`src/rtl/core/kmc_pkg.sv`:
```
// Package with the types and constants shared by the k-means engine.
`timescale 1ns / 1ps
package kmc_pkg;

    localparam int MAX_POINTS   = 4096;
    localparam int MAX_CLUSTERS = 16;

    localparam int CRD_W  = 16;
    localparam int IDX_W  = 4;
    localparam int CNT_W  = 13;
    localparam int SUM_W  = CRD_W + CNT_W;
    localparam int DIST_W = 2 * CRD_W + 1;
    localparam int NUM_W  = SUM_W + 1;
    localparam int DEN_W  = CNT_W + 1;

    localparam logic CFG_CLUSTERS = 1'b0;
    localparam logic CFG_ITERS    = 1'b1;

    typedef enum logic [1:0] {
        REQ_LOAD  = 2'd0,
        REQ_SET   = 2'd1,
        REQ_RUN   = 2'd2,
        REQ_CLEAR = 2'd3
    } t_req;

    typedef enum logic [2:0] {
        S_IDLE,
        S_ISSUE,
        S_DRAIN,
        S_PICK,
        S_DIVX,
        S_DIVZ,
        S_EMIT
    } t_state;

    typedef struct packed {
        logic [1:0]              req_type;
        logic signed [CRD_W-1:0] point_x;
        logic signed [CRD_W-1:0] point_z;
        logic [IDX_W-1:0]        centroid_slot;
    } t_in_req;

    typedef struct packed {
        logic [IDX_W-1:0]        centroid_index;
        logic signed [CRD_W-1:0] centroid_x;
        logic signed [CRD_W-1:0] centroid_z;
        logic [CNT_W-1:0]        member_count;
        logic                    cluster_empty;
        logic                    last_result;
    } t_out_res;

    typedef struct packed {
        logic                    valid;
        logic                    best_v;
        logic signed [CRD_W-1:0] x;
        logic signed [CRD_W-1:0] z;
        logic [DIST_W-1:0]       best_d;
        logic [IDX_W-1:0]        best_idx;
    } t_token;

    typedef struct packed {
        logic                    valid;
        logic [IDX_W-1:0]        idx;
        logic signed [CRD_W-1:0] x;
        logic signed [CRD_W-1:0] z;
    } t_acc;

    typedef struct packed {
        logic                    we;
        logic [IDX_W-1:0]        idx;
        logic signed [CRD_W-1:0] x;
        logic signed [CRD_W-1:0] z;
    } t_cwr;

    typedef struct packed {
        logic signed [CRD_W-1:0] cx;
        logic signed [CRD_W-1:0] cz;
        logic signed [SUM_W-1:0] sx;
        logic signed [SUM_W-1:0] sz;
        logic [CNT_W-1:0]        tally;
    } t_cell_stat;

endpackage

```
`src/rtl/core/kmc_cell.sv`:
```
// One cluster cell: holds a centroid and its sums, and compares passing points.
`timescale 1ns / 1ps
module kmc_cell
    import kmc_pkg::*;
(
    input  logic             i_clk,
    input  logic             i_rst_n,
    input  logic [IDX_W-1:0] i_cell_idx,
    input  logic             i_active,
    input  logic             i_clr,
    input  t_token           i_tok,
    output t_token           o_tok,
    input  t_acc             i_acc,
    input  t_cwr             i_cwr,
    output t_cell_stat       o_stat
);

    logic signed [CRD_W:0]   dx, dz;
    logic [CRD_W-1:0]        ax, az;
    logic [DIST_W-1:0]       dsq;
    logic                    take;
    t_token                  r_t1, r_t2, n_t2;
    logic [2*CRD_W-1:0]      r_sqx, r_sqz;
    logic signed [CRD_W-1:0] r_cx, r_cz;
    logic signed [SUM_W-1:0] r_sx, r_sz;
    logic [CNT_W-1:0]        r_tally;

    always_comb begin
        dx = {i_tok.x[CRD_W-1], i_tok.x} - {r_cx[CRD_W-1], r_cx};
        dz = {i_tok.z[CRD_W-1], i_tok.z} - {r_cz[CRD_W-1], r_cz};
        ax = dx[CRD_W] ? CRD_W'(-dx) : dx[CRD_W-1:0];
        az = dz[CRD_W] ? CRD_W'(-dz) : dz[CRD_W-1:0];
    end

    // First stage squares the offsets, second adds and compares.
    always_ff @(posedge i_clk) begin
        if (!i_rst_n) begin
            r_t1.valid <= 1'b0;
            r_t2.valid <= 1'b0;
        end else begin
            r_t1 <= i_tok;
            r_t2 <= n_t2;
        end
        r_sqx <= ax * ax;
        r_sqz <= az * az;
    end

    always_comb begin
        dsq  = {1'b0, r_sqx} + {1'b0, r_sqz};
        take = i_active && (!r_t1.best_v || dsq < r_t1.best_d);
        n_t2 = r_t1;
        if (take) begin
            n_t2.best_v   = 1'b1;
            n_t2.best_d   = dsq;
            n_t2.best_idx = i_cell_idx;
        end
    end

    always_ff @(posedge i_clk) begin
        if (!i_rst_n) begin
            r_cx    <= '0;
            r_cz    <= '0;
            r_sx    <= '0;
            r_sz    <= '0;
            r_tally <= '0;
        end else begin
            if (i_cwr.we && i_cwr.idx == i_cell_idx) begin
                r_cx <= i_cwr.x;
                r_cz <= i_cwr.z;
            end
            if (i_clr && i_active) begin
                r_sx    <= '0;
                r_sz    <= '0;
                r_tally <= '0;
            end else if (i_acc.valid && i_acc.idx == i_cell_idx) begin
                r_sx    <= r_sx + SUM_W'(i_acc.x);
                r_sz    <= r_sz + SUM_W'(i_acc.z);
                r_tally <= r_tally + 1'b1;
            end
        end
    end

    assign o_tok = r_t2;
    assign o_stat = '{cx: r_cx, cz: r_cz, sx: r_sx, sz: r_sz, tally: r_tally};

endmodule

```
`config.mk`:
```
export PLATFORM = sky130hd
export DESIGN_NAME = kmc_cell
export DESIGN_NICKNAME = d
export VERILOG_FILES = /design/src/rtl/core/kmc_pkg.sv /design/src/rtl/core/kmc_cell.sv
export SDC_FILE = /design/constraint.sdc
export NUM_CORES = 2
export LEC_CHECK = 0
export BUFFER_PORTS_ARGS = -buffer_cell sky130_fd_sc_hd__buf_2
export CORE_ASPECT_RATIO = 1.4
export CORE_MARGIN = 1.5
export CORE_UTILIZATION = 30
export CTS_BUF_LIST = sky130_fd_sc_hd__clkbuf_16
export DETAILED_ROUTE_END_ITERATION = 16
export SKIP_CTS_REPAIR_TIMING = 1
export SLEW_MARGIN = 10
export SYNTH_ARGS = -nofsm -noshare
export SYNTH_HDL_FRONTEND = slang
export SYNTH_SLANG_ARGS = --single-unit
```
`constraint.sdc`:
```
create_clock -name i_clk -period 8.5 [get_ports i_clk]
set_clock_uncertainty 0.15 [all_clocks]
set_input_delay 0.425 -clock i_clk [delete_from_list [all_inputs] [get_ports i_clk]]
set_output_delay 0.425 -clock i_clk [all_outputs]
set_load 0.05 [all_outputs]
```
==> flow_metrics.py <==
metrics = {
    "outcome": {
        "status": "finished with violations",
        "failed_checks": "negative hold slack, negative setup slack",
    },
    "clock_tree": {
        "cts_buffers": 37,
        "root_buffer": "clkbuf_16",
        "cts_max_path_buffers": 3,
        "cts_sinks": 307,
        "clk_latency_ps": 580,
        "h-tree-depth": 2,
        "cts_tree": "yes",
        "clk_pin_slew_worst_paths_ps": 60,
    },
    "synth": {
        "synth-adder-area-share": 0.350,
        "synth_common_cells": "inv_1 (595), ha_1 (346), fa_1 (330)",
        "synth_top_area_cell": "fa_1",
        "synth_compound_area_frac": 0.118,
        "synth-edff-count": 140,
        "synth_seq_cells": 307,
        "seq_area_frac_synth": 0.242,
        "yosysTopAreaCellShare": 0.211,
        "ys_warn_count": 0,
        "synth-xor-area-share": 0.0522,
        "synthFlopType": "dfxtp_1",
        "synth_area_um2": 31200,
        "synthSimpleGateAreaFrac": 0.132,
        "synth_top_family_by_area": "adder cells",
        "syn_area_per_cell_um2": 9.38,
        "synth.most_common_cell": "inv_1",
        "synth.distinct_cells": 95,
        "synthMuxAreaShare": 0.0247,
        "synth_area_leaders": "fa_1 (21%), ha_1 (14%), edfxtp_1 (13%)",
        "synth_nets": 4161,
        "syn_inst": 3332,
        "synthArstFlopShare": 0,
    },
    "timing": {
        "finalCritPeriodShare": 1.01,
        "drv_slew": 0,
        "setup_viol": 1,
        "setup_ws_ps": -56.0,
        "grt_setup_unrepaired": "yes",
        "hold_viol": 4,
        "fmaxAchievable_mhz": 117,
        "fin_crit_ps": 8560,
        "worst_pin_slew_ps": 1150,
        "slew_headroom": 0.231,
        "fin_worst_hold_slack_ps": -32.4,
    },
    "cells_and_area": {
        "nFillCells": 10200,
        "layout.nets": 5022,
        "final_core_util": 0.400,
        "final-seq-area_um2": 7580,
        "drive_gt1_frac": 0.275,
        "multi_input_area_um2": 22300,
        "area_growth_pct": 31.9,
        "final_area_um2": 41200,
    },
    "detailed_routing": {
        "drtIter0Drc": 943,
        "drc": 0,
        "drtPass1Iterations": 5,
        "avgViaCountPerCell": 4.69,
        "wl_um": 89000,
        "postRouteAntennaNets": 0,
        "routedWlPerCell_um": 16.0,
        "vias": 26100,
    },
    "worst_setup_path": {
        "critPathRequiredTime_ps": 8850,
        "critical_path_class": "flop to flop",
        "endpoint": "r_sqx[30]",
        "rr_worst_depth": 34,
        "worstPathArrival_ps": 8910,
        "crit_path_end_kind": "flop",
        "path_max_fanout": 6,
        "timing.rr.start": "r_cx[0]",
        "worst_path_most_repeated_cell": "fa_1",
        "startpoint_type": "flop",
        "r2r_end": "r_sqx[30]",
        "max_stage_delay_ps": 540,
        "cp_slowest_cell": "fa_1",
        "r2r_slack_ps": -60,
        "worstSetupPathDepth": 34,
        "cp-startpoint": "r_cx[0]",
        "path_buf_inv": 7,
        "critPathTopFamily": "adder cells",
    },
    "global_route": {
        "antenna_found_initial": 4,
        "grt_remaining_overflow": 0,
        "grt_pass1_wl_um": 135000,
        "grt_use_total": 0.162,
        "grt_start_max_net_pins": 70,
        "grt_pass1_vias": 26400,
    },
    "run": {
        "maxCapViolCount": 0,
    },
    "die": {
        "die_x_um": 276,
        "io_pins": 327,
        "dieArea_um2": 106000,
        "initial_core_util": 0.303,
        "die-height_um": 385,
        "rows": 139,
        "core_area_um2": 103000,
    },
    "place": {
        "hpwl_um": 72000,
        "routabilityCongestion": 0.877,
        "portBuffers": 326,
        "dpl_cell_area_um2": 37700,
    },
    "hold_path": {
        "min-delay-path-class": "input port to flop",
    },
}
[routing by layer]
| layer | part of all wire | vias to the layer above | GRT usage |
|---|---|---|---|
| met5 | 0.00030 | - | 0 |
| met4 | 0.035 | 4 | 0.0542 |
| met3 | 0.058 | 147 | 0.0344 |
| met2 | 0.52 | 551 | 0.306 |
| met1 | 0.39 | 12600 | 0.177 |
| li1 | - | 12800 | - |
[kinds of logic after synthesis]
group	Yosys count
AND/OR/NAND/NOR	859
adder cells (fa/ha/maj)	676
buffers and inverters	675
AO/OA/AOI/OAI	560
flip-flops	307
XOR/XNOR	182
multiplexers	73
[through the flow]
stage | worst slack, ps | TNS [ps] | std cells
finish | -56.0 | -56.0 | 5562
global route | -401 | -2580 | 5562
CTS | -387 | -2320 | 5424
detailed placement | -627 | -5760 | 5357
global placement | -458 | -4120 | 5357
floorplan | 8.15 | 0 | 3332
[cell usage in the layout, fill, tap and decap left out, types with 14 or more instances in the layout]
cell | synthesis | final
edfxtp_1 | 140 | 140
dfxtp_1 | 167 | 151
ha_4 | 0 | 27
clkbuf_16 | 0 | 37
and3_1 | 24 | 21
and2_1 | 18 | 17
ha_1 | 346 | 317
dlygate4sd3_1 | 0 | 93
o21ai_0 | 78 | 66
fa_1 | 330 | 316
a21oi_2 | 1 | 16
fa_2 | 0 | 14
mux2i_1 | 39 | 39
buf_4 | 0 | 453
buf_2 | 9 | 326
nand3_1 | 48 | 45
nand2b_1 | 37 | 35
a21oi_1 | 185 | 170
xor2_1 | 65 | 60
a21o_1 | 90 | 90
xnor2_1 | 113 | 101
mux2_2 | 34 | 34
nand4_1 | 28 | 28
nor2b_1 | 53 | 51
inv_1 | 595 | 577
a31oi_1 | 21 | 17
o21a_1 | 29 | 26
nand2_1 | 243 | 227
a211oi_1 | 17 | 15
buf_6 | 2 | 16
inv_2 | 10 | 29
nor2_1 | 264 | 240
nor3_1 | 54 | 51
o21bai_1 | 24 | 24
nand2_2 | 0 | 15
[sequential cells by signal (all words and copies together) (netlist names)]
signal and count:
o_tok 71, r_t1 38, n_t2 33, r_sqx 31, r_sqz 31, r_sx 29, r_sz 29, r_cx 16
r_cz 16, r_tally 13
[worst min-delay path: stages]
cell and delay [ps]:
buf_2 80, mux2i_1 60, nor2b_1 90
[final cells by class]
cell class | count | area share
inverters | 607 | 0.0558
clock inverters | 30 | 0.00568
clock buffers | 37 | 0.0225
well taps | 1339 | 0.0407
multi-input cells | 2350 | 0.541
diodes | 2 | 0.000121
repair buffers | 890 | 0.150
flip-flops and latches | 307 | 0.184
[how the worst min path moves through the flow]
stage	cells after the start	slack (ps)	to	start
CTS	1	-180	r_t1[34]	i_tok[34]
detailed placement	0	250	o_tok[37]	n_t2[37]
global route	3	-10	r_cz[11]	i_cwr[11]
floorplan	0	250	o_tok[37]	n_t2[37]
finish	3	-30	r_cz[1]	i_cwr[1]
global placement	0	250	o_tok[67]	n_t2[67]
Power is not shown: default switching activity piles up to over one toggle a cycle in this logic, so the estimate is an artifact.
