File: src/rtl/core/kmc_pkg.sv
// Package with the types and constants shared by the k-means engine.
`timescale 1ns / 1ps
package kmc_pkg;

    localparam int MAX_POINTS   = 4096;
    localparam int MAX_CLUSTERS = 16;

    localparam int CRD_W  = 16;
    localparam int IDX_W  = 4;
    localparam int CNT_W  = 13;
    localparam int SUM_W  = CRD_W + CNT_W;
    localparam int DIST_W = 2 * CRD_W + 1;
    localparam int NUM_W  = SUM_W + 1;
    localparam int DEN_W  = CNT_W + 1;

    localparam logic CFG_CLUSTERS = 1'b0;
    localparam logic CFG_ITERS    = 1'b1;

    typedef enum logic [1:0] {
        REQ_LOAD  = 2'd0,
        REQ_SET   = 2'd1,
        REQ_RUN   = 2'd2,
        REQ_CLEAR = 2'd3
    } t_req;

    typedef enum logic [2:0] {
        S_IDLE,
        S_ISSUE,
        S_DRAIN,
        S_PICK,
        S_DIVX,
        S_DIVZ,
        S_EMIT
    } t_state;

    typedef struct packed {
        logic [1:0]              req_type;
        logic signed [CRD_W-1:0] point_x;
        logic signed [CRD_W-1:0] point_z;
        logic [IDX_W-1:0]        centroid_slot;
    } t_in_req;

    typedef struct packed {
        logic [IDX_W-1:0]        centroid_index;
        logic signed [CRD_W-1:0] centroid_x;
        logic signed [CRD_W-1:0] centroid_z;
        logic [CNT_W-1:0]        member_count;
        logic                    cluster_empty;
        logic                    last_result;
    } t_out_res;

    typedef struct packed {
        logic                    valid;
        logic                    best_v;
        logic signed [CRD_W-1:0] x;
        logic signed [CRD_W-1:0] z;
        logic [DIST_W-1:0]       best_d;
        logic [IDX_W-1:0]        best_idx;
    } t_token;

    typedef struct packed {
        logic                    valid;
        logic [IDX_W-1:0]        idx;
        logic signed [CRD_W-1:0] x;
        logic signed [CRD_W-1:0] z;
    } t_acc;

    typedef struct packed {
        logic                    we;
        logic [IDX_W-1:0]        idx;
        logic signed [CRD_W-1:0] x;
        logic signed [CRD_W-1:0] z;
    } t_cwr;

    typedef struct packed {
        logic signed [CRD_W-1:0] cx;
        logic signed [CRD_W-1:0] cz;
        logic signed [SUM_W-1:0] sx;
        logic signed [SUM_W-1:0] sz;
        logic [CNT_W-1:0]        tally;
    } t_cell_stat;

endpackage

File: src/rtl/core/kmc_div.sv
// Bit-serial restoring divider giving the rounded mean of a cluster sum.
`timescale 1ns / 1ps
module kmc_div
    import kmc_pkg::*;
(
    input  logic                    i_clk,
    input  logic                    i_rst_n,
    input  logic                    i_start,
    input  logic signed [SUM_W-1:0] i_sum,
    input  logic [CNT_W-1:0]        i_cnt,
    output logic                    o_busy,
    output logic                    o_done,
    output logic signed [CRD_W-1:0] o_q
);

    localparam int STEP_W = $clog2(NUM_W + 1);

    logic [STEP_W-1:0] r_step;
    logic              r_done, r_neg;
    logic [NUM_W-1:0]  r_num;
    logic [DEN_W-1:0]  r_den, r_rem;
    logic [SUM_W-1:0]  mag;
    logic [DEN_W:0]    trial;
    logic              fits;

    always_comb begin
        mag   = i_sum[SUM_W-1] ? SUM_W'(-i_sum) : i_sum;
        trial = {r_rem, r_num[NUM_W-1]};
        fits  = trial >= {1'b0, r_den};
    end

    always_ff @(posedge i_clk) begin
        if (!i_rst_n) begin
            r_step <= '0;
            r_done <= 1'b0;
        end else begin
            r_done <= 1'b0;
            if (i_start) begin
                r_step <= STEP_W'(NUM_W);
            end else if (r_step != '0) begin
                r_step <= r_step - 1'b1;
                if (r_step == STEP_W'(1)) begin
                    r_done <= 1'b1;
                end
            end
        end
        if (i_start) begin
            // Rounding to nearest, ties away from zero: (2|s| + c) / 2c.
            r_num <= {mag, 1'b0} + NUM_W'(i_cnt);
            r_den <= {i_cnt, 1'b0};
            r_rem <= '0;
            r_neg <= i_sum[SUM_W-1];
        end else if (r_step != '0) begin
            r_rem <= fits ? DEN_W'(trial - {1'b0, r_den}) : trial[DEN_W-1:0];
            r_num <= {r_num[NUM_W-2:0], fits};
        end
    end

    assign o_busy = (r_step != '0);
    assign o_done = r_done;
    assign o_q    = r_neg ? CRD_W'(-r_num[CRD_W-1:0]) : r_num[CRD_W-1:0];

endmodule

File: config.mk
export PLATFORM = sky130hd
export DESIGN_NAME = kmc_div
export DESIGN_NICKNAME = d
export VERILOG_FILES = /design/src/rtl/core/kmc_pkg.sv /design/src/rtl/core/kmc_div.sv
export SDC_FILE = /design/constraint.sdc
export NUM_CORES = 1
export LEC_CHECK = 0
export ABC_CLOCK_PERIOD_IN_PS = 5710
export BUFFER_PORTS_ARGS = -buffer_cell sky130_fd_sc_hd__buf_2
export CORE_AREA = 4 4 96 98
export CTS_CLUSTER_SIZE = 40
export DETAILED_ROUTE_END_ITERATION = 8
export DIE_AREA = 0 0 100 102
export PLACE_DENSITY = 0.85
export SLEW_MARGIN = 20
export SYNTH_ARGS = -nofsm -noshare
export SYNTH_HDL_FRONTEND = slang
export SYNTH_SLANG_ARGS = --single-unit
File: constraint.sdc
create_clock -name i_clk -period 5.71 [get_ports i_clk]
set_clock_uncertainty 0.05 [all_clocks]
set_input_delay 0.571 -clock i_clk [delete_from_list [all_inputs] [get_ports i_clk]]
set_output_delay 0.571 -clock i_clk [all_outputs]
set_load 0.01 [all_outputs]
==> flow_metrics.py, run 1 <==
metrics = {
    "clock_network": {
        "post-cts-setup-buffer-count": 0,
        "cts_hold_buf": 0,
        "cts_buffer_depth": 2,
        "cts_htree_levels": 3,
        "cts_buffers": 9,
        "post_cts_resized": 0,
        "root_buffer": "clkbuf_8",
        "cts.sinks": 64,
        "clkTransAtPathRegs_ns": 0.07,
        "cts_tree": "built",
        "clock_latency_ns": 0.35,
    },
    "synth": {
        "synthesis.nets": 675,
        "synth_area_sq_um": 5270,
        "synthDistinctLibCells": 67,
        "synthFlopType": "edfxtp_1",
        "synth_cells": 598,
        "synth_seq_area_share_pct": 32.7,
        "synth-async-reset-ratio_pct": 0,
        "synth.avg_cell_area_sq_um": 8.81,
        "synth_edf_count": 44,
        "ys_ff_latch": 64,
        "yosysWarnings": 0,
    },
    "timing": {
        "setup_viol": 0,
        "hold_violations": 0,
        "layout_min_cycle_time_ns": 4.34,
        "tightest_slew_ns": 0.955,
        "max-slew-margin-rel_pct": 35.8,
        "fmax_mhz": 230,
        "rsz0062_at_grt": "no",
        "drv_slew": 0,
        "tns_ns": 0,
        "period_share_pct": 76.0,
    },
    "power": {
        "swShare_pct": 37.5,
        "switchingPower_uw": 649,
        "irDropWorstVdd_v": 0.000132,
        "intPower_mw": 1.08,
        "comb_power_share_pct": 40.6,
        "power_frac_seq_pct": 38.7,
        "power_leakage_nw": 2.30,
        "clkPwrFrac_pct": 20.7,
        "pwr_density_cell_nw_per_um2": 298,
    },
    "worst_setup_path": {
        "worstPathArrival_ns": 4.39,
        "cp_slowest_stage_delay_ns": 0.79,
        "crit_chain": "buf_2 > nor4_2 > nand3_1 > o41ai_1 > xnor2_1 > ha_1 > a21o_1 > o221ai_1 > nor3b_1 > nor2_1 > nor3_1 > a311oi_1 > a211o_1",
        "startpoint_type": "input pin",
        "cp_max_fo": 9,
        "critPathCaptureType": "flop",
        "slowest_stage": "nor3_1",
        "crit_type": "input pin to flop",
        "crit_required_ns": 5.76,
    },
    "die": {
        "start_util_pct": 62.3,
        "rows": 34,
        "die_h_microns": 102,
        "ioPinCount": 63,
        "core_area_sq_um": 8470,
        "die_area_sq_um": 10200,
        "die_w_microns": 100,
    },
    "placement": {
        "placedCellCount": 746,
        "dp_hpwl_microns": 9920,
        "place_congestion": 0.918,
        "placed_area_sq_um": 5640,
        "port_buffers": 62,
    },
    "layout": {
        "utilization_pct": 68.7,
        "nets": 726,
        "syn_to_final_growth_pct": 10.3,
        "n_antenna_cell": 0,
        "fill_cells": 681,
        "fin_area_sq_um": 5810,
        "fin_cells": 762,
        "drive_gt1_share_pct": 15.4,
    },
    "route": {
        "routed_via_density": 6.39,
        "dr.pass1.iters": 7,
        "drtIter0Drc": 335,
        "wl_per_cell_microns": 17.6,
        "drtAntennaViolNets": 0,
        "drc": 0,
        "vias": 4866,
        "wl_microns": 13400,
    },
    "global_route": {
        "grt_pass1_wl_microns": 22000,
        "grt-ovfl-total": 0,
        "grtUsageTotal_pct": 26.9,
        "antenna_found_initial": 0,
        "grt_max_degree": 59,
        "grt_pass1_vias": 4531,
    },
    "outcome": {
        "status": "completed",
    },
    "job": {
        "maxCapViolCount": 0,
    },
    "min_path": {
        "hp-class": "input pin to flop",
    },
}
==> worst max-delay path: cells and delay by family <==
family	cells	cell delay (ns)
buffers and inverters	1	0.11
xor gates and xnor gates	1	0.13
AOI/OAI and AO/OA	5	1.17
and+or+nand+nor	5	2.02
adders and majority gates	1	0.38
==> metrics by stage <==
step	worst slack, ns	power [mW]	hold WS, ns
finish	1.37	1.73	0.364
global route	1.07	1.84	0.347
CTS	1.39	1.73	0.351
detailed placement	1.04	1.37	0.421
global placement	1.22	1.34	0.406
floorplan	1.86	1.16	0.395
==> path summary, 6_finish.rpt <==
path,slack [ns],cells after the start,end,start
max,1.37,13,r_num[22]$_DFFE_PP_,i_sum[5]
min,0.36,1,r_den[11]$_DFFE_PP_,i_cnt[10]
max reg2reg,2.08,9,r_rem[9]$_SDFFE_PP0P_,r_den[8]$_DFFE_PP_
min reg2reg,0.43,2,r_rem[2]$_SDFFE_PP0P_,r_rem[2]$_SDFFE_PP0P_
==> cells in the mapped netlist (16+ instances only) <==
library cell  count  area share, %
nor2_1           46            3.3
dfxtp_1          20            7.6
edfxtp_1         44             25
xnor2_1          46            7.6
a21oi_1          17            1.6
nand2_1          43            3.1
ha_1             30            7.1
o21ai_0          35            3.3
nor3_1           23            2.2
clkbuf_1         22            1.6
nand3_1          16            1.5
inv_1            34            2.4
==> layer usage <==
metal,part of all wire [%],track usage (%),vias to the layer above
li1,-,-,2350
met1,43,35.3,2273
met2,48,45.2,216
met3,7.0,4.71,27
met4,2.5,9.02,0
met5,0,0,-
==> cell usage in the layout (no fill, tap or decap), drive strengths merged, types with 8 or more instances in the layout <==
master and n:
ha 30, nor4 8, nor2 46, a31oi 14, nand3 16, dfxtp 20, o31ai 13, o21ai 35
a21oi 17, edfxtp 44, nor2b 8, a211oi 11, a21o 12, nor3 25, o21a 10, or3 10
xnor2 46, xor2 14, mux2 10, buf 66, nand4 8, nand2 43, clkbuf 15, inv 34
==> registers in the layout, summed over array words and instances (netlist names) <==
register,flops
r_neg,1
r_num,30
r_den,13
r_rem,14
r_step,5
o_done,1
==> power by group through the flow <==
stage / logic [mW] / registers (mW) / clock network, mW
after global routing: 0.780 / 0.680 / 0.382
after floorplan: 0.509 / 0.656 / 0
after CTS: 0.698 / 0.668 / 0.362
after global placement: 0.665 / 0.675 / 0
final: 0.703 / 0.670 / 0.359
after detailed placement: 0.690 / 0.677 / 0
==> logic make-up (layout without fill, tap and decap cells) <==
family / count (synthesis) / count (layout) / synth area share [%]
simple gates: 197 / 197 / 19.5
compound gates: 170 / 170 / 22.6
flops: 64 / 64 / 32.7
buf+inv: 61 / 117 / 4.49
xor+xnor: 60 / 60 / 9.97
fa+ha+maj: 32 / 32 / 7.88
mux: 14 / 14 / 2.90
==> final cells by class <==
class	count	area [sq um]	share of cell area, %
well taps	108	135	2.33
clock buffers	15	166	2.86
clock inverters	1	5.00	0.0861
repair buffers	66	340	5.86
inverters	35	131	2.26
flip-flops and latches	64	1720	29.6
multi-input cells	473	3310	57.0
Power figures use the tool's default switching activity.
==> run 2, diff against run 1 <==
--- a/config.mk
+++ b/config.mk
@@ -5,13 +5,13 @@
 export SDC_FILE = /design/constraint.sdc
 export NUM_CORES = 1
 export LEC_CHECK = 0
-export ABC_CLOCK_PERIOD_IN_PS = 5710
+export ABC_CLOCK_PERIOD_IN_PS = 3700
 export BUFFER_PORTS_ARGS = -buffer_cell sky130_fd_sc_hd__buf_2
-export CORE_AREA = 4 4 96 98
+export CORE_AREA = 4 4 104 106
 export CTS_CLUSTER_SIZE = 40
 export DETAILED_ROUTE_END_ITERATION = 8
-export DIE_AREA = 0 0 100 102
-export PLACE_DENSITY = 0.85
+export DIE_AREA = 0 0 108 110
+export PLACE_DENSITY = 0.77
 export SLEW_MARGIN = 20
 export SYNTH_ARGS = -nofsm -noshare
 export SYNTH_HDL_FRONTEND = slang
==> constraint.sdc (replaced) <==
create_clock -name i_clk -period 3.7 [get_ports i_clk]
set_clock_uncertainty 0.05 [all_clocks]
set_input_delay 0.37 -clock i_clk [delete_from_list [all_inputs] [get_ports i_clk]]
set_output_delay 0.37 -clock i_clk [all_outputs]
set_load 0.01 [all_outputs]
==> flow_metrics.py, run 2 (synthesized netlist as in run 1, its figures left out) <==
metrics = {
    "route": {
        "wl_microns": 13300,
        "drtAntennaViolNets": 0,
        "drtIter0Drc": 363,
        "drc": 0,
        "wl_per_cell_microns": 16.5,
        "vias": 4829,
        "routed_via_density": 5.98,
        "dr.pass1.iters": 5,
    },
    "power": {
        "power_leakage_nw": 2.39,
        "finalPower_mw": 2.71,
        "irDropWorstVdd_v": 0.000223,
        "pwr_density_cell_nw_per_um2": 453,
    },
    "clock_network": {
        "cts_buffer_depth": 2,
        "clock_latency_ns": 0.35,
        "cts_hold_buf": 0,
        "cts.sinks": 64,
        "cts_buffers": 9,
        "post_cts_resized": 0,
        "post-cts-setup-buffer-count": 0,
        "clkTransAtPathRegs_ns": 0.07,
        "cts_tree": "built",
        "cts_htree_levels": 3,
        "root_buffer": "clkbuf_8",
    },
    "min_path": {
        "hp-class": "input pin to flop",
    },
    "worst_setup_path": {
        "cp_top_family": "compound AO/OA/AOI/OAI gates",
        "cp_num_cells": 15,
        "worstPathArrival_ns": 3.44,
        "r2r_cells": 10,
        "slowest_stage": "fa_1",
        "crit_type": "input pin to flop",
        "r2r-end": "r_rem[9]$_SDFFE_PP0P_",
        "r2r_slack_ns": 0.74,
        "cp_max_fo": 11,
        "cp-startpoint": "i_sum[1]",
        "cp_slowest_stage_delay_ns": 0.47,
        "r2r_start": "r_den[8]$_DFFE_PP_",
        "crit_buf_inv": 4,
        "crit_required_ns": 3.76,
        "crit_end": "r_num[21]$_DFFE_PP_",
        "critPathCaptureType": "flop",
        "crit_chain": "buf_2 > inv_1 > ha_1 > nand2_1 > o21ai_0 > fa_1 > a211oi_1 > o21ai_0 > a2111oi_0 > buf_4 > o31a_1 > nor3_1 > buf_4 > a21o_1 > a31o_2",
        "startpoint_type": "input pin",
    },
    "die": {
        "start_util_pct": 53.9,
        "ioPinCount": 63,
        "die_h_microns": 110,
        "die_area_sq_um": 11900,
        "core_area_sq_um": 9770,
        "rows": 36,
        "die_w_microns": 108,
    },
    "timing": {
        "rsz0062_at_grt": "no",
        "setup_viol": 0,
        "drv_slew": 0,
        "tns_ns": 0,
        "layout_min_cycle_time_ns": 3.37,
        "tightest_slew_ns": 0.843,
        "max-slew-margin-rel_pct": 43.7,
        "period_share_pct": 91.2,
        "fmax_mhz": 296,
        "hold_violations": 0,
    },
    "layout": {
        "regMostFlops": "r_num",
        "final_common_cell": "buf_2",
        "drive_gt1_share_pct": 17.7,
        "syn_to_final_growth_pct": 13.7,
        "fin_area_sq_um": 5990,
        "n_antenna_cell": 0,
        "largest_reg_flops": 30,
        "largestRegisters": "r_num: 30 flops, r_rem: 14 flops, r_den: 13 flops",
        "nets": 746,
        "utilization_pct": 61.3,
        "mostFrequentLayoutCells": "buf_2, nor2_1, xnor2_1",
        "fin_cells": 807,
    },
    "global_route": {
        "grt_pass1_wl_microns": 21900,
        "grt_max_degree": 59,
        "grtUsageTotal_pct": 23.2,
        "grt_pass1_vias": 4594,
        "grt-ovfl-total": 0,
        "antenna_found_initial": 0,
    },
    "placement": {
        "port_buffers": 62,
        "dp_hpwl_microns": 10100,
        "placed_area_sq_um": 5820,
        "placedCellCount": 791,
        "place_congestion": 0.912,
    },
    "outcome": {
        "status": "completed",
    },
    "job": {
        "maxCapViolCount": 0,
    },
}
[run 2: cell count changes in the layout (fill, tap and decap cells not counted)]
cell / previous run / this run
clkbuf_1: 4 / 5
clkinv_2: 1 / 0
inv_1: 33 / 34
buf_4: 4 / 24
inv_2: 1 / 0
[run 2: area by class of cell]
cell class,instances,area [sq um]
Tap cell,133,166
Fill cell,855,3780
Multi-Input combinational cell,473,3310
Sequential cell,64,1720
Clock buffer,16,170
Timing Repair Buffer,86,490
Inverter,35,131
[run 2: worst min path at each step]
| stage | start | endpoint | slack, ns | cells after the start |
|---|---|---|---|---|
| global placement | r_rem[0]$_SDFFE_PP0P_ | r_rem[0]$_SDFFE_PP0P_ | 0.41 | 2 |
| CTS | i_cnt[10] | r_den[11]$_DFFE_PP_ | 0.16 | 1 |
| detailed placement | r_rem[0]$_SDFFE_PP0P_ | r_rem[0]$_SDFFE_PP0P_ | 0.41 | 2 |
| floorplan | r_rem[0]$_SDFFE_PP0P_ | r_rem[0]$_SDFFE_PP0P_ | 0.39 | 2 |
| finish | i_cnt[5] | r_den[6]$_DFFE_PP_ | 0.17 | 1 |
| global route | i_cnt[7] | r_den[8]$_DFFE_PP_ | 0.15 | 1 |
[run 2: metrics by stage]
step / hold WS, ns / setup slack, ns
5_1_grt: 0.154 / 0.0831
2_1_floorplan: 0.395 / 0.0475
3_3_place_gp: 0.405 / 0.0984
4_1_cts: 0.164 / 0.332
3_5_place_dp: 0.410 / -0.00228
6_report: 0.173 / 0.327
[run 2: routing by layer]
layer | global-route usage [%] | part of all wire [%]
met2 | 38.1 | 47
met4 | 7.39 | 1.7
met3 | 5.07 | 6.7
met5 | 0 | 0
met1 | 30.7 | 45
[run 2: report_power, final]
part | switching [mW] | leakage (nW) | internal (mW)
clock network | 0.271 | 0.0850 | 0.282
logic | 0.617 | 1.69 | 0.502
registers | 0.115 | 0.621 | 0.923
==> run 3, diff against run 2 <==
--- a/config.mk
+++ b/config.mk
@@ -12,6 +12,7 @@
 export DETAILED_ROUTE_END_ITERATION = 8
 export DIE_AREA = 0 0 108 110
 export PLACE_DENSITY = 0.77
+export SETUP_SLACK_MARGIN = 0.5
 export SLEW_MARGIN = 20
 export SYNTH_ARGS = -nofsm -noshare
 export SYNTH_HDL_FRONTEND = slang
==> flow_metrics.py, run 3 (synthesized netlist as in run 1, its figures left out) <==
metrics = {
    "outcome": {
        "status": "completed",
    },
    "worst_setup_path": {
        "cpMostUsedCell": "o21a_1",
        "startpoint_type": "input pin",
        "crit_type": "input pin to flop",
        "crit_buf_inv": 3,
        "critPathCaptureType": "flop",
        "cp_top_family": "compound AO/OA/AOI/OAI gates",
        "crit_chain": "buf_2 > inv_2 > nand2_1 > o41ai_1 > xnor2_1 > ha_1 > o21a_1 > o21a_1 > a2111oi_4 > o31a_1 > nor3_2 > buf_4 > a21o_1 > a31o_2",
        "cp_max_fo": 6,
        "worstPathArrival_ns": 3.18,
        "crit_required_ns": 3.75,
        "slowest_stage": "ha_1",
        "cp_slowest_stage_delay_ns": 0.33,
    },
    "clock_network": {
        "cts_tree": "built",
        "clock_latency_ns": 0.34,
        "cts_buffer_depth": 2,
        "cts_htree_levels": 3,
        "clkTransAtPathRegs_ns": 0.07,
        "cts_buffers": 9,
        "cts_hold_buf": 0,
        "root_buffer": "clkbuf_8",
        "cts.sinks": 64,
    },
    "layout": {
        "n_antenna_cell": 0,
        "largestRegisters": "r_num: 30 flops, r_rem: 14 flops, r_den: 13 flops",
        "final_common_cell": "buf_2",
        "nets": 747,
        "mostFrequentLayoutCells": "buf_2, nor2_1, xnor2_1",
        "utilization_pct": 63.5,
        "drive_gt1_share_pct": 22.2,
        "regMostFlops": "r_num",
        "largest_reg_flops": 30,
        "fill_cells": 879,
        "syn_to_final_growth_pct": 17.9,
    },
    "power": {
        "swShare_pct": 38.2,
        "irDropWorstVdd_v": 0.000200,
        "clkPwrFrac_pct": 18.7,
        "intPower_mw": 1.69,
        "power_frac_seq_pct": 38.2,
        "power_leakage_nw": 2.45,
        "comb_power_share_pct": 43.1,
        "switchingPower_mw": 1.05,
        "pwr_density_cell_nw_per_um2": 441,
        "finalPower_mw": 2.74,
    },
    "min_path": {
        "hp-class": "input pin to flop",
    },
    "timing": {
        "rsz0062_at_grt": "yes",
        "tns_ns": 0,
        "fmax_mhz": 319,
        "drv_slew": 0,
        "setup_viol": 0,
        "hold_slack_ns": 0.179,
        "period_share_pct": 84.6,
        "max-slew-margin-rel_pct": 52.8,
        "layout_min_cycle_time_ns": 3.13,
        "hold_violations": 0,
        "fin_ws_ns": 0.569,
        "tightest_slew_ns": 0.703,
    },
    "die": {
        "ioPinCount": 63,
        "die_w_microns": 108,
        "rows": 36,
        "die_area_sq_um": 11900,
        "start_util_pct": 53.9,
        "core_area_sq_um": 9770,
        "die_h_microns": 110,
    },
    "global_route": {
        "grt_pass1_vias": 4610,
        "grt_max_degree": 59,
        "antenna_found_initial": 0,
        "grt-ovfl-total": 0,
        "grtUsageTotal_pct": 23.1,
        "grt_pass1_wl_microns": 21900,
    },
    "route": {
        "wl_met1_microns": 5850,
        "topRoutingLayerUsed": "met4",
        "drtAntennaViolNets": 0,
        "wl_per_cell_microns": 16.8,
        "wl_microns": 13600,
        "wl_met2_microns": 6630,
        "vias": 4950,
        "drtIter0Drc": 410,
        "dr.pass1.iters": 5,
        "route.met3.wl_microns": 930,
        "routed_via_density": 6.13,
        "drc": 0,
    },
    "placement": {
        "port_buffers": 62,
        "dp_hpwl_microns": 10100,
        "dp_slack_ns": -0.0679,
        "place_congestion": 0.899,
    },
    "job": {
        "maxCapViolCount": 0,
    },
}
-- run 3: cell count changes in the layout (fill, tap and decap cells not counted), moves of 3 or more --
cell	change
o21ai_0	-6
ha_2	+3
o41ai_1	-3
ha_1	-4
o21ai_1	+4
-- run 3: worst reg2reg max path, cell delays in order, from the launching register on --
cell,delay [ns]
edfxtp_1,0.34
inv_1,0.05
ha_1,0.39
nand4_1,0.14
o41ai_2,0.51
nor3_1,0.10
nor2_1,0.15
and2_0,0.27
buf_4,0.24
mux2i_1,0.23
a211oi_1,0.09
-- run 3: path summary, 6_finish.rpt --
check / endpoint / cells after the start / slack [ns] / startpoint
max: r_num[21]$_DFFE_PP_ / 14 / 0.57 / i_sum[0]
min reg2reg: r_rem[2]$_SDFFE_PP0P_ / 2 / 0.43 / r_rem[2]$_SDFFE_PP0P_
max reg2reg: r_rem[10]$_SDFFE_PP0P_ / 10 / 0.99 / r_den[8]$_DFFE_PP_
min: r_den[10]$_DFFE_PP_ / 1 / 0.18 / i_cnt[9]
-- run 3: power by group through the flow --
stage | combinational, mW | sequential [mW] | clock, mW
3_5_place_dp | 1.11 | 1.05 | 0
4_1_cts | 1.13 | 1.04 | 0.518
2_1_floorplan | 0.794 | 1.01 | 0
6_report | 1.18 | 1.05 | 0.512
5_1_grt | 1.31 | 1.06 | 0.549
3_3_place_gp | 1.08 | 1.05 | 0
-- run 3: per-layer routing --
metal,up-vias,global-route usage (%)
li1,2391,-
met5,-,0
met2,177,39.3
met4,0,6.76
met1,2361,30.0
met3,21,4.19
-- run 3: timing repair --
action,CTS,global route
resized for setup,7,32
pin swaps,3,14
buffers inserted,2,6
gates cloned,0,1
endpoints found under the setup margin,16,21
-- run 3: layout make-up --
class | count | area [sq um] | area share [%]
clock buffers | 12 | 135 | 2.18
flip-flops and latches | 64 | 1720 | 27.7
clock inverters | 4 | 21.3 | 0.342
inverters | 35 | 134 | 2.16
repair buffers | 87 | 508 | 8.18
well taps | 133 | 166 | 2.68
multi-input cells | 473 | 3520 | 56.7
-- run 3: metrics by stage --
step | cells | instance area [sq um]
after floorplan | 598 | 5320
after global placement | 783 | 5800
after detailed placement | 783 | 5800
after CTS | 801 | 6010
after global routing | 808 | 6210
final | 808 | 6210
